### src/design/ftip_pkg.sv
// Shared constants and types for the flow table insert block.
package ftip_pkg;

  localparam int MAIN_DEPTH = 1024;
  localparam int ANC_DEPTH  = 256;
  localparam int MAX_PROBES = 4;
  localparam int MAIN_AW    = $clog2(MAIN_DEPTH);
  localparam int ANC_AW     = $clog2(ANC_DEPTH);
  localparam int KEY_W      = 104;
  localparam int CNT_W      = 31;
  localparam int PRB_W      = 3;
  localparam logic [CNT_W-1:0] COUNT_MAX = {CNT_W{1'b1}};

  localparam logic [1:0] OUT_MATCH   = 2'd0;
  localparam logic [1:0] OUT_CLAIM   = 2'd1;
  localparam logic [1:0] OUT_ANC     = 2'd2;
  localparam logic [1:0] OUT_PROMOTE = 2'd3;

  // Commands from controller to datapath.
  typedef struct packed {
    logic               clear;
    logic [MAIN_AW-1:0] clr_addr;
    logic               load;
    logic               main_rd;
    logic               eval;
    logic               anc_rd;
    logic               anc_upd;
    logic               promote;
    logic               finish;
    logic [1:0]         probe;
  } ftip_cmd_t;

  // Status from datapath to controller.
  typedef struct packed {
    logic hit;
    logic promo;
  } ftip_sts_t;

  function automatic logic [CNT_W-1:0] sat_add(input logic [CNT_W-1:0] a,
                                               input logic [CNT_W-1:0] b);
    logic [CNT_W:0] s;
    s = {1'b0, a} + {1'b0, b};
    return s[CNT_W] ? COUNT_MAX : s[CNT_W-1:0];
  endfunction

endpackage

### src/design/ftip_ctrl.sv
// Controller state machine sequencing the table clear after reset, probes, bucket update and promotion.
module ftip_ctrl import ftip_pkg::*; (
  input  logic             clk,
  input  logic             rst_n,
  input  logic             in_valid,
  output logic             in_stall,
  input  logic             out_valid,
  input  logic             out_stall,
  input  logic [PRB_W-1:0] probes,
  input  ftip_sts_t        sts,
  output ftip_cmd_t        cmd
);

  localparam logic [2:0] S_IDLE = 3'd0;
  localparam logic [2:0] S_RD   = 3'd1;
  localparam logic [2:0] S_EVAL = 3'd2;
  localparam logic [2:0] S_ARD  = 3'd3;
  localparam logic [2:0] S_AUPD = 3'd4;
  localparam logic [2:0] S_PROM = 3'd5;
  localparam logic [2:0] S_DONE = 3'd6;
  localparam logic [2:0] S_CLR  = 3'd7;

  logic [2:0]         state_r, state_nxt;
  logic [1:0]         probe_r, probe_nxt;
  logic [MAIN_AW-1:0] clr_r, clr_nxt;
  logic [1:0]         last;
  logic               accept;

  always_comb begin
    if (probes == '0) last = 2'd0;
    else if (probes > PRB_W'(MAX_PROBES)) last = 2'(MAX_PROBES - 1);
    else last = 2'(probes - 1'b1);
  end

  assign in_stall = (state_r != S_IDLE);
  assign accept   = in_valid && !in_stall;

  always_comb begin
    state_nxt    = state_r;
    probe_nxt    = probe_r;
    clr_nxt      = clr_r;
    cmd          = '0;
    cmd.probe    = probe_r;
    cmd.clr_addr = clr_r;
    unique case (state_r)
      S_CLR: begin
        cmd.clear = 1'b1;
        clr_nxt   = clr_r + MAIN_AW'(1);
        if (clr_r == MAIN_AW'(MAIN_DEPTH - 1)) state_nxt = S_IDLE;
      end
      S_IDLE: begin
        if (accept) begin
          cmd.load  = 1'b1;
          state_nxt = S_RD;
          probe_nxt = 2'd0;
        end
      end
      S_RD: begin
        cmd.main_rd = 1'b1;
        state_nxt   = S_EVAL;
      end
      S_EVAL: begin
        cmd.eval = 1'b1;
        if (sts.hit) state_nxt = S_DONE;
        else if (probe_r == last) state_nxt = S_ARD;
        else begin
          probe_nxt = probe_r + 2'd1;
          state_nxt = S_RD;
        end
      end
      S_ARD: begin
        cmd.anc_rd = 1'b1;
        state_nxt  = S_AUPD;
      end
      S_AUPD: begin
        cmd.anc_upd = 1'b1;
        state_nxt   = S_PROM;
      end
      S_PROM: begin
        cmd.promote = sts.promo;
        state_nxt   = S_DONE;
      end
      S_DONE: begin
        if (!out_valid || !out_stall) begin
          cmd.finish = 1'b1;
          state_nxt  = S_IDLE;
        end
      end
      default: state_nxt = S_IDLE;
    endcase
  end

  always_ff @(posedge clk) begin
    if (!rst_n) begin
      state_r <= S_CLR;
      probe_r <= '0;
      clr_r   <= '0;
    end else begin
      state_r <= state_nxt;
      probe_r <= probe_nxt;
      clr_r   <= clr_nxt;
    end
  end

  a_probe_bound: assert property (@(posedge clk) disable iff (!rst_n)
    (state_r == S_EVAL) |-> (probe_r <= last)) else $error("probe past limit");
  a_load_idle: assert property (@(posedge clk) disable iff (!rst_n)
    cmd.load |=> (state_r == S_RD)) else $error("load not followed by read");
  a_promo_after: assert property (@(posedge clk) disable iff (!rst_n)
    (state_r == S_PROM) |-> ($past(state_r) == S_AUPD)) else $error("promote order");

endmodule

### config.mk
export PLATFORM = sky130hd
export DESIGN_NAME = ftip_ctrl
export DESIGN_NICKNAME = d
export VERILOG_FILES = /design/src/design/ftip_pkg.sv /design/src/design/ftip_ctrl.sv
export SDC_FILE = /design/constraint.sdc
export NUM_CORES = 1
export LEC_CHECK = 0
export ABC_AREA = 1
export BUFFER_PORTS_ARGS = -buffer_cell sky130_fd_sc_hd__buf_2
export CELL_PAD_IN_SITES_DETAIL_PLACEMENT = 0
export CELL_PAD_IN_SITES_GLOBAL_PLACEMENT = 1
export CORE_ASPECT_RATIO = 1.25
export CORE_UTILIZATION = 25
export CTS_CLUSTER_SIZE = 14
export DETAILED_ROUTE_END_ITERATION = 7
export PLACE_DENSITY = 0.71
export SYNTH_ARGS = -nofsm -noshare
export SYNTH_HDL_FRONTEND = slang
export SYNTH_SLANG_ARGS = --single-unit
### constraint.sdc
create_clock -name clk -period 1.29 [get_ports clk]
set_input_delay 0.258 -clock clk [delete_from_list [all_inputs] [get_ports clk]]
set_output_delay 0.258 -clock clk [all_outputs]
set_load 0.01 [all_outputs]
==> impl_metrics.json, run 1 <==
{
  "layout-drive-gt1-share_pct": 59.49,
  "vdd_drop_max_mv": 0.7124,
  "nFillCells": 316,
  "synthCells": 129,
  "cts_tree": "built",
  "syn-cell-area_um2": 888.4,
  "reg2reg_from": "clr_r[1]$_SDFFE_PN0P_",
  "critPathSlowestCell": "dfxtp_4",
  "rsz0062_at_grt": "yes",
  "setup_tns_ps": -300.8,
  "grt_pass1_wl_mm": 4.091,
  "grt_overflow": 0,
  "drv_cap": 0,
  "synth.distinct_cells": 25,
  "worst-path-max-fanout": 4,
  "critPathLaunchType": "flop",
  "holdWs_ps": 296.9,
  "cp_cell_sequence": "buf_4 > nor2_4 > inv_2 > nor2_2 > buf_2",
  "clk_latency_ps": 250,
  "dp_hpwl_mm": 1.858,
  "hold_viol": 0,
  "final_max_slew_viol_count": 0,
  "cts_root_buf": "clkbuf_8",
  "cts_hold_buf": 0,
  "synth_top_area_share_pct": 33.80,
  "outcome": "finished, violations left",
  "grt_use_met2_pct": 26.66,
  "first_global_vias": 1005,
  "synth.area.top_cells": "dfxtp_1, nand2_1, inv_1",
  "cts_made_buffers": 3,
  "placementRows": 23,
  "die_y_um": 68.65,
  "num_vias": 1060,
  "finalPower_uw": 971.6,
  "ys_seq_area_share_pct": 33.80,
  "criticalPathCategory": "flop to output port",
  "fin_nets": 208,
  "first_pass_iters": 4,
  "hold-path-cell-count": 2,
  "slew_headroom_pct": 82.11,
  "antenna_cells": 0,
  "period_share_pct": 106.0,
  "skew_ps": 3.254,
  "crit_buf_inv": 3,
  "synth_top_area_cell": "dfxtp_1",
  "postRouteAntennaNets": 0,
  "p_leak_uw": 0.0006922,
  "ios": 31,
  "dieWidth_um": 55.32,
  "drc_errors": 0,
  "reg2reg_slack_ps": 0,
  "avgSynthCellArea_um2": 6.886,
  "hp-start": "rst_n",
  "synth-edff-count": 0,
  "synth-seq-cells": 15,
  "violations": "setup timing",
  "htreeDepth": 1,
  "fin_crit_ps": 1367,
  "arrival_ps": 1110,
  "required_ps": 1030,
  "cp-end-kind": "output port",
  "met1_usage_pct": 14.66,
  "async_reset_ff_share_pct": 0,
  "clk_pin_slew_ps": 60,
  "via_per_inst": 4.569,
  "setup_viol": 6,
  "layout_setup_ws_ps": -77.26,
  "place.port_buffers": 30,
  "cts.sinks": 15,
  "regToRegEndpoint": "clr_r[8]$_SDFFE_PN0P_",
  "die-area_mm2": 0.003797,
  "area_growth_pct": 77.18,
  "min_path_type": "input pin to flop",
  "drt-total-wl_mm": 2.600,
  "synth_top_flop_cell": "dfxtp_1",
  "grt-busiest-layer": "met2",
  "powerDensity_mw_per_mm2": 617.2,
  "antenna_found_initial": 0,
  "yosysWarnings": 0,
  "cts_buffer_depth": 2,
  "r2r_cells": 8,
  "cpPeakStageDelay_ps": 370,
  "drtIter0Drc": 29,
  "cp_top_family": "flip-flops",
  "worstMarginPinSlew_ps": 264.9,
  "hold_end": "state_r[0]$_SDFFE_PN1P_",
  "globalplace.congestion": 0.7922,
  "use_met3_pct": 1.493,
  "grt_util_all_layers_pct": 13.32,
  "max_clock_freq_mhz": 731.4,
  "wire_per_inst_um": 11.21,
  "syn_nets": 141,
  "grt_max_degree": 9,
  "start_util_pct": 26.84,
  "core_mm2": 0.003309
}
worst reg2reg max path: stages (launching register included):
cell and delay, ps:
dfxtp_2 350, ha_4 170, inv_2 50, nor3_4 220, inv_2 70, nor2_4 100
nand2_2 60, o21ai_1 120, a21oi_1 50
layout make-up:
class	instances	area, um2	share of cell area, %
multi-input cells	89	661.9	42.05
repair buffers	62	401.6	25.52
flip-flops and latches	15	317.8	20.19
inverters	25	101.3	6.439
well taps	37	46.29	2.941
clock buffers	4	45.04	2.862
sequential cells by signal (all words and copies together) (netlist names):
| register | cells |
|---|---|
| clr_r | 10 |
| probe_r | 2 |
| state_r | 3 |
routing by layer:
layer  up-vias  part of all wire [%]  wire [um]
met2        28                    54       1392
met5         -                     0          0
li1        554                     -          -
met4         0                  0.81         21
met3         4                   3.6         94
met1       474                    42       1091
synth_stat cells, types with 2 or more instances:
| master | count |
|---|---|
| nor3b_1 | 2 |
| o21ai_0 | 4 |
| nand2_4 | 2 |
| nand3_1 | 12 |
| o21a_1 | 2 |
| nor2_1 | 10 |
| nand2_1 | 26 |
| nor3_4 | 2 |
| nand3_2 | 2 |
| inv_2 | 3 |
| a21oi_1 | 10 |
| inv_1 | 21 |
| ha_1 | 2 |
| dfxtp_1 | 15 |
| nor3_1 | 6 |
placed cells by master, fill, tap and decap left out, types with 3 or more instances in the layout:
cell,synthesis,final
a21oi_1,10,9
buf_2,0,30
buf_4,0,29
buf_6,0,3
clkbuf_8,0,3
dfxtp_1,15,7
dfxtp_2,0,5
dfxtp_4,0,3
inv_1,21,13
inv_2,3,8
inv_4,0,3
nand2_1,26,21
nand2_2,0,5
nand3_1,12,5
nand3_2,2,7
nor2_1,10,8
nor2_4,1,3
nor3_1,6,4
nor3_4,2,3
cells by family (layout without fill, tap and decap cells):
| group | Yosys count | after routing | synth area share (%) |
|---|---|---|---|
| simple gates | 64 | 64 | 37.46 |
| buf+inv | 25 | 91 | 10.56 |
| xor+xnor | 1 | 1 | 0.9861 |
| flops | 15 | 15 | 33.80 |
| compound gates | 22 | 22 | 14.37 |
| fa+ha+maj | 2 | 2 | 2.816 |
worst max-delay path by stage:
stage,cells after the start,start,end,slack (ps)
floorplan,9,state_r[2]$_SDFFE_PN1P_,clr_r[8]$_SDFFE_PN0P_,4
global placement,11,probes[0],probe_r[0]$_SDFFE_PN0P_,-90
detailed placement,13,probes[0],probe_r[0]$_SDFFE_PN0P_,-160
CTS,4,state_r[1]$_SDFFE_PN1P_,cmd[2],-60
global route,5,state_r[1]$_SDFFE_PN1P_,cmd[7],-130
finish,5,state_r[1]$_SDFFE_PN1P_,cmd[7],-80
per-stage QoR:
stage               area [um2]  util [%]  setup WS, ps  std cells
floorplan                899.6         -         4.370        129
global placement          1239     37.43        -90.77        215
detailed placement        1239     37.43        -159.7        215
CTS                       1400     42.31        -64.77        226
global route              1574     47.56        -128.6        232
finish                    1574     47.56        -77.26        232
report_power, final:
group	internal (uW)	switching (uW)	total (uW)
Clock	219	159	377
Combinational	55.6	62.5	118
Sequential	467	9.34	476
repair_timing:
action | CTS | global route
gates resized for setup | 18 | 36
setup endpoints to repair | 14 | 18
buffers inserted | 7 | 6
hold endpoints to repair | 0 | 0
pin swaps | 6 | 11
Power figures use the tool's default switching activity.
==> run 2, diff against run 1 <==
--- a/config.mk
+++ b/config.mk
@@ -6,14 +6,14 @@
 export NUM_CORES = 1
 export LEC_CHECK = 0
 export ABC_AREA = 1
-export BUFFER_PORTS_ARGS = -buffer_cell sky130_fd_sc_hd__buf_2
+export BUFFER_PORTS_ARGS = -buffer_cell sky130_fd_sc_hd__buf_4
 export CELL_PAD_IN_SITES_DETAIL_PLACEMENT = 0
 export CELL_PAD_IN_SITES_GLOBAL_PLACEMENT = 1
 export CORE_ASPECT_RATIO = 1.25
 export CORE_UTILIZATION = 25
 export CTS_CLUSTER_SIZE = 14
 export DETAILED_ROUTE_END_ITERATION = 7
-export PLACE_DENSITY = 0.71
+export PLACE_DENSITY_LB_ADDON = 0.15
 export SYNTH_ARGS = -nofsm -noshare
 export SYNTH_HDL_FRONTEND = slang
 export SYNTH_SLANG_ARGS = --single-unit
==> run 2 against run 1 <==
Against the previous run: the run still ends with setup timing left; power is 0.81% lower; sequential share of layout area hardly changed; final cell count down 1.3%; sequential cell count unchanged; final area fell by 0.64%; sequential power about the same.
==> impl_metrics.json, run 2 (synthesis results as in run 1) <==
{
  "outcome": "finished, violations left",
  "violations": "setup timing",
  "period_share_pct": 104.9,
  "cp-end-kind": "output port",
  "largest_reg_flops": 10,
  "final_max_slew_viol_count": 0,
  "max_clock_freq_mhz": 739.2,
  "r2r_cells": 7,
  "drc_errors": 0,
  "clk_latency_ps": 240,
  "drv_cap": 0,
  "p_switching_uw": 217.1,
  "first_global_vias": 958,
  "placed_cells": 217,
  "skew_ps": 2.721,
  "core_mm2": 0.003309,
  "hold-path-cell-count": 2,
  "antenna_found_initial": 0,
  "arrival_ps": 1090,
  "p_leak_uw": 0.0006951,
  "final_common_cell": "buf_4",
  "placementRows": 23,
  "worstMarginPinSlew_ps": 233.9,
  "setup_viol": 7,
  "die-area_mm2": 0.003797,
  "critPathLaunchType": "flop",
  "die_y_um": 68.65,
  "rsz0062_at_grt": "yes",
  "dp_hpwl_mm": 1.907,
  "ios": 31,
  "cts_tree": "built",
  "via_per_inst": 4.633,
  "mostFrequentLayoutCells": "buf_4, nand2_1, inv_1, nand3_1, a21oi_1",
  "num_vias": 1061,
  "instances_no_fill": 229,
  "fin_crit_ps": 1353,
  "grt_max_degree": 9,
  "postRouteAntennaNets": 0,
  "drtIter0Drc": 13,
  "slew_headroom_pct": 84.16,
  "dieWidth_um": 55.32,
  "required_ps": 1030,
  "fin_nets": 205,
  "cts_made_buffers": 3,
  "htreeDepth": 1,
  "layout_setup_ws_ps": -62.80,
  "cts.sinks": 15,
  "worst-path-max-fanout": 5,
  "powerDensity_mw_per_mm2": 616.1,
  "wire_per_inst_um": 10.45,
  "regMostFlops": "clr_r",
  "globalplace.congestion": 0.7310,
  "clk_pin_slew_ps": 60,
  "holdWs_ps": 273.5,
  "first_pass_iters": 4,
  "place.port_buffers": 30,
  "hold_viol": 0,
  "cts_root_buf": "clkbuf_8",
  "grt_pass1_wl_mm": 3.953,
  "min_path_type": "input pin to flop",
  "post-route-util_pct": 47.26,
  "seq_power_share_pct": 49.3,
  "criticalPathCategory": "flop to output port",
  "intPower_uw": 746.5,
  "grt_util_all_layers_pct": 12.93,
  "cts_buffer_depth": 2,
  "place_ws_ps": -148.0,
  "setup_tns_ps": -176.7,
  "switching_share_pct": 22.53,
  "reg_top3": "clr_r (10), state_r (3), probe_r (2)",
  "drt-total-wl_mm": 2.392,
  "layout-drive-gt1-share_pct": 52.08,
  "clockPowerShare_pct": 38.6,
  "start_util_pct": 26.84,
  "combPwrFrac_pct": 12.1,
  "vdd_drop_max_mv": 0.5086,
  "area_growth_pct": 76.06,
  "grt_overflow": 0,
  "antenna_cells": 0
}
run 2: changes by cell type in the layout (fill, tap and decap cells not counted), sizes merged:
cell	before	now
buf	62	59
run 2: final timing paths:
kind	start	to	slack [ps]
setup reg to reg	state_r[2]$_SDFFE_PN1P_	probe_r[0]$_SDFFE_PN0P_	0
setup / recovery	state_r[2]$_SDFFE_PN1P_	cmd[6]	-60
hold reg to reg	clr_r[9]$_SDFFE_PN0P_	clr_r[9]$_SDFFE_PN0P_	500
hold / removal	rst_n	state_r[0]$_SDFFE_PN1P_	270
run 2: per-stage QoR:
stage,total power [uW],cell area [um2]
2_1_floorplan,538.9,899.6
3_3_place_gp,594.3,1329
3_5_place_dp,598.4,1329
4_1_cts,967.8,1458
5_1_grt,1011,1564
6_report,963.6,1564
run 2: cell type report:
class | instances | area [um2]
Tap cell | 37 | 46.29
Fill cell | 341 | 1745
Clock buffer | 4 | 45.04
Multi-Input combinational cell | 89 | 586.8
Sequential cell | 15 | 316.6
Timing Repair Buffer | 59 | 465.4
Inverter | 25 | 103.9
run 2: per-layer routing:
layer	share of wire, %	GRT usage, %
met1	41	13.79
met2	54	25.90
met3	3.5	2.052
met4	1.4	4.688
met5	0	0
run 2: repair_timing:
item | CTS | global route
setup buffers | 4 | 4
resized for setup | 16 | 25
hold buffers | 0 | 0
cloned | 0 | 0
pin swaps | 2 | 8
setup endpoints to repair | 15 | 18
run 2: critical path, stage by stage (launching register included):
cell and delay, ps:
dfxtp_4 360, buf_6 120, nor3_4 230, buf_6 140
run 2: power groups by stage:
stage	logic (uW)	clock network (uW)	registers [uW]
global placement	107	0	488
finish	117	372	475
global route	130	405	476
CTS	112	384	472
floorplan	45.1	0	494
detailed placement	110	0	488
==> run 3, diff against run 2 <==
==> constraint.sdc (replaced) <==
create_clock -name clk -period 1.29 [get_ports clk]
set_input_delay 0.129 -clock clk [delete_from_list [all_inputs] [get_ports clk]]
set_output_delay 0.129 -clock clk [all_outputs]
set_load 0.01 [all_outputs]
==> run 3 against run 2 <==
Against the previous run: the flow still finishes with violations (setup timing); critical path type unchanged; largest cell class unchanged; sequential share of layout area fell by 0.92 points; register-to-register slack improved by 20 ps; sequential power barely moved.
==> impl_metrics.json, run 3 (synthesis results as in run 1) <==
{
  "clk_pin_slew_ps": 60,
  "start_util_pct": 26.84,
  "p_leak_uw": 0.0007269,
  "multi_input_area_um2": 620.6,
  "grt_util_all_layers_pct": 14.67,
  "cts_root_buf": "clkbuf_8",
  "cp_cell_sequence": "nand2_4 > inv_4 > nand2_4 > buf_6 > inv_4 > buf_6 > buf_6",
  "grt_max_degree": 10,
  "cts_buffer_depth": 2,
  "die_y_um": 68.65,
  "globalplace.congestion": 0.7341,
  "reg_top3": "clr_r (10), state_r (3), probe_r (2)",
  "cpPeakStageDelay_ps": 360,
  "layout-drive-gt1-share_pct": 57.87,
  "cts_hold_buf": 0,
  "critPathLaunchType": "flop",
  "grt_pass1_wl_mm": 4.457,
  "dp_hpwl_mm": 1.955,
  "die-area_mm2": 0.003797,
  "drtIter0Drc": 9,
  "worst-path-max-fanout": 3,
  "period_share_pct": 102.5,
  "wire_per_inst_um": 10.77,
  "reg2reg_slack_ps": 20,
  "largest_reg_flops": 10,
  "place.port_buffers": 30,
  "outcome": "finished, violations left",
  "num_vias": 1069,
  "grt_overflow": 0,
  "ios": 31,
  "core_mm2": 0.003309,
  "setup_viol": 2,
  "crit_buf_inv": 5,
  "final_max_slew_viol_count": 0,
  "violations": "setup timing",
  "min_path_type": "input pin to flop",
  "hold_viol": 0,
  "fin_crit_ps": 1322,
  "cts.sinks": 15,
  "post-route-util_pct": 50.28,
  "criticalPathCategory": "flop to output port",
  "slew_headroom_pct": 76.18,
  "cts_made_buffers": 3,
  "drc_errors": 0,
  "vdd_drop_max_mv": 0.6470,
  "drt-total-wl_mm": 2.521,
  "clk_latency_ps": 240,
  "mostFrequentLayoutCells": "buf_4, nand2_1, inv_1, buf_6",
  "antenna_cells": 0,
  "fin_nets": 210,
  "cts_tree": "built",
  "required_ps": 1160,
  "antenna_found_initial": 0,
  "layout_setup_ws_ps": -32.21,
  "seq_area_um2": 321.6,
  "regMostFlops": "clr_r",
  "final_common_cell": "buf_4",
  "first_global_vias": 1109,
  "powerDensity_mw_per_mm2": 576.1,
  "max_clock_freq_mhz": 756.3,
  "postRouteAntennaNets": 0,
  "cp_top_family": "buffers and inverters",
  "arrival_ps": 1190,
  "rsz0062_at_grt": "yes",
  "cpMostUsedCell": "buf_6",
  "htreeDepth": 1,
  "critPathSlowestCell": "dfxtp_4",
  "worstMarginPinSlew_ps": 355.1,
  "dieWidth_um": 55.32,
  "skew_ps": 1.473,
  "via_per_inst": 4.568,
  "placementRows": 23,
  "first_pass_iters": 3,
  "finalPower_uw": 958.7,
  "setup_tns_ps": -52.72,
  "drv_cap": 0,
  "cp-end-kind": "output port",
  "area_growth_pct": 87.32,
  "nFillCells": 335
}
[run 3: changes by cell type in the layout (fill, tap and decap cells not counted), moves of 2 or more]
cell / delta
buf_4: -2
buf_6: +7
dfxtp_2: -2
dfxtp_4: +2
nand2_1: -3
nand2_2: +2
nand2_4: +2
nor2_1: -3
nor2_2: +4
[run 3: layout make-up]
type	instances	area share, %
Sequential cell	15	19.32
Clock buffer	4	2.707
Tap cell	37	2.782
Multi-Input combinational cell	89	37.29
Timing Repair Buffer	64	31.80
Inverter	25	6.090
[run 3: routing by layer]
metal  GRT usage, %  share of wire [%]  vias up
met5              0                  0        -
met4          9.063                2.0        0
met3          2.425                3.9        6
met2          28.77                 56       24
met1          14.69                 38      481
li1               -                  -      558
[run 3: final timing paths]
kind / start / endpoint / cells after the start
hold reg to reg: clr_r[9]$_SDFFE_PN0P_ / clr_r[9]$_SDFFE_PN0P_ / 2
setup / recovery: state_r[2]$_SDFFE_PN1P_ / cmd[19] / 7
hold / removal: rst_n / state_r[0]$_SDFFE_PN1P_ / 2
setup reg to reg: state_r[2]$_SDFFE_PN1P_ / clr_r[0]$_SDFFE_PN0P_ / 9
[run 3: what timing repair did]
action / 4_1_cts / 5_1_grt
pin swaps: 8 / 12
gates resized for setup: 23 / 35
endpoints found under the setup margin: 13 / 16
buffers inserted: 8 / 4
[run 3: worst reg2reg max path: stages (launching register included)]
cell	delay, ps
dfxtp_4	360
nand2_4	80
inv_4	40
nand2_4	90
buf_6	120
inv_4	40
buf_6	110
buf_6	110
a21oi_2	120
o21a_1	140
[run 3: report_power, final]
part / internal [uW] / switching, uW / leakage, uW
logic: 56.9 / 53.2 / 0.000581
registers: 466 / 10.3 / 0.000123
clock network: 218 / 154 / 0.0000228
[run 3: metrics by stage]
stage	hold WS, ps	cells	setup WS, ps	cell area, um2
finish	154.6	234	-32.21	1664
global route	166.4	234	-83.74	1664
CTS	148.3	230	-27.01	1513
detailed placement	411.9	218	-95.38	1336
global placement	404.6	218	-42.09	1336
floorplan	231.2	129	4.370	899.6
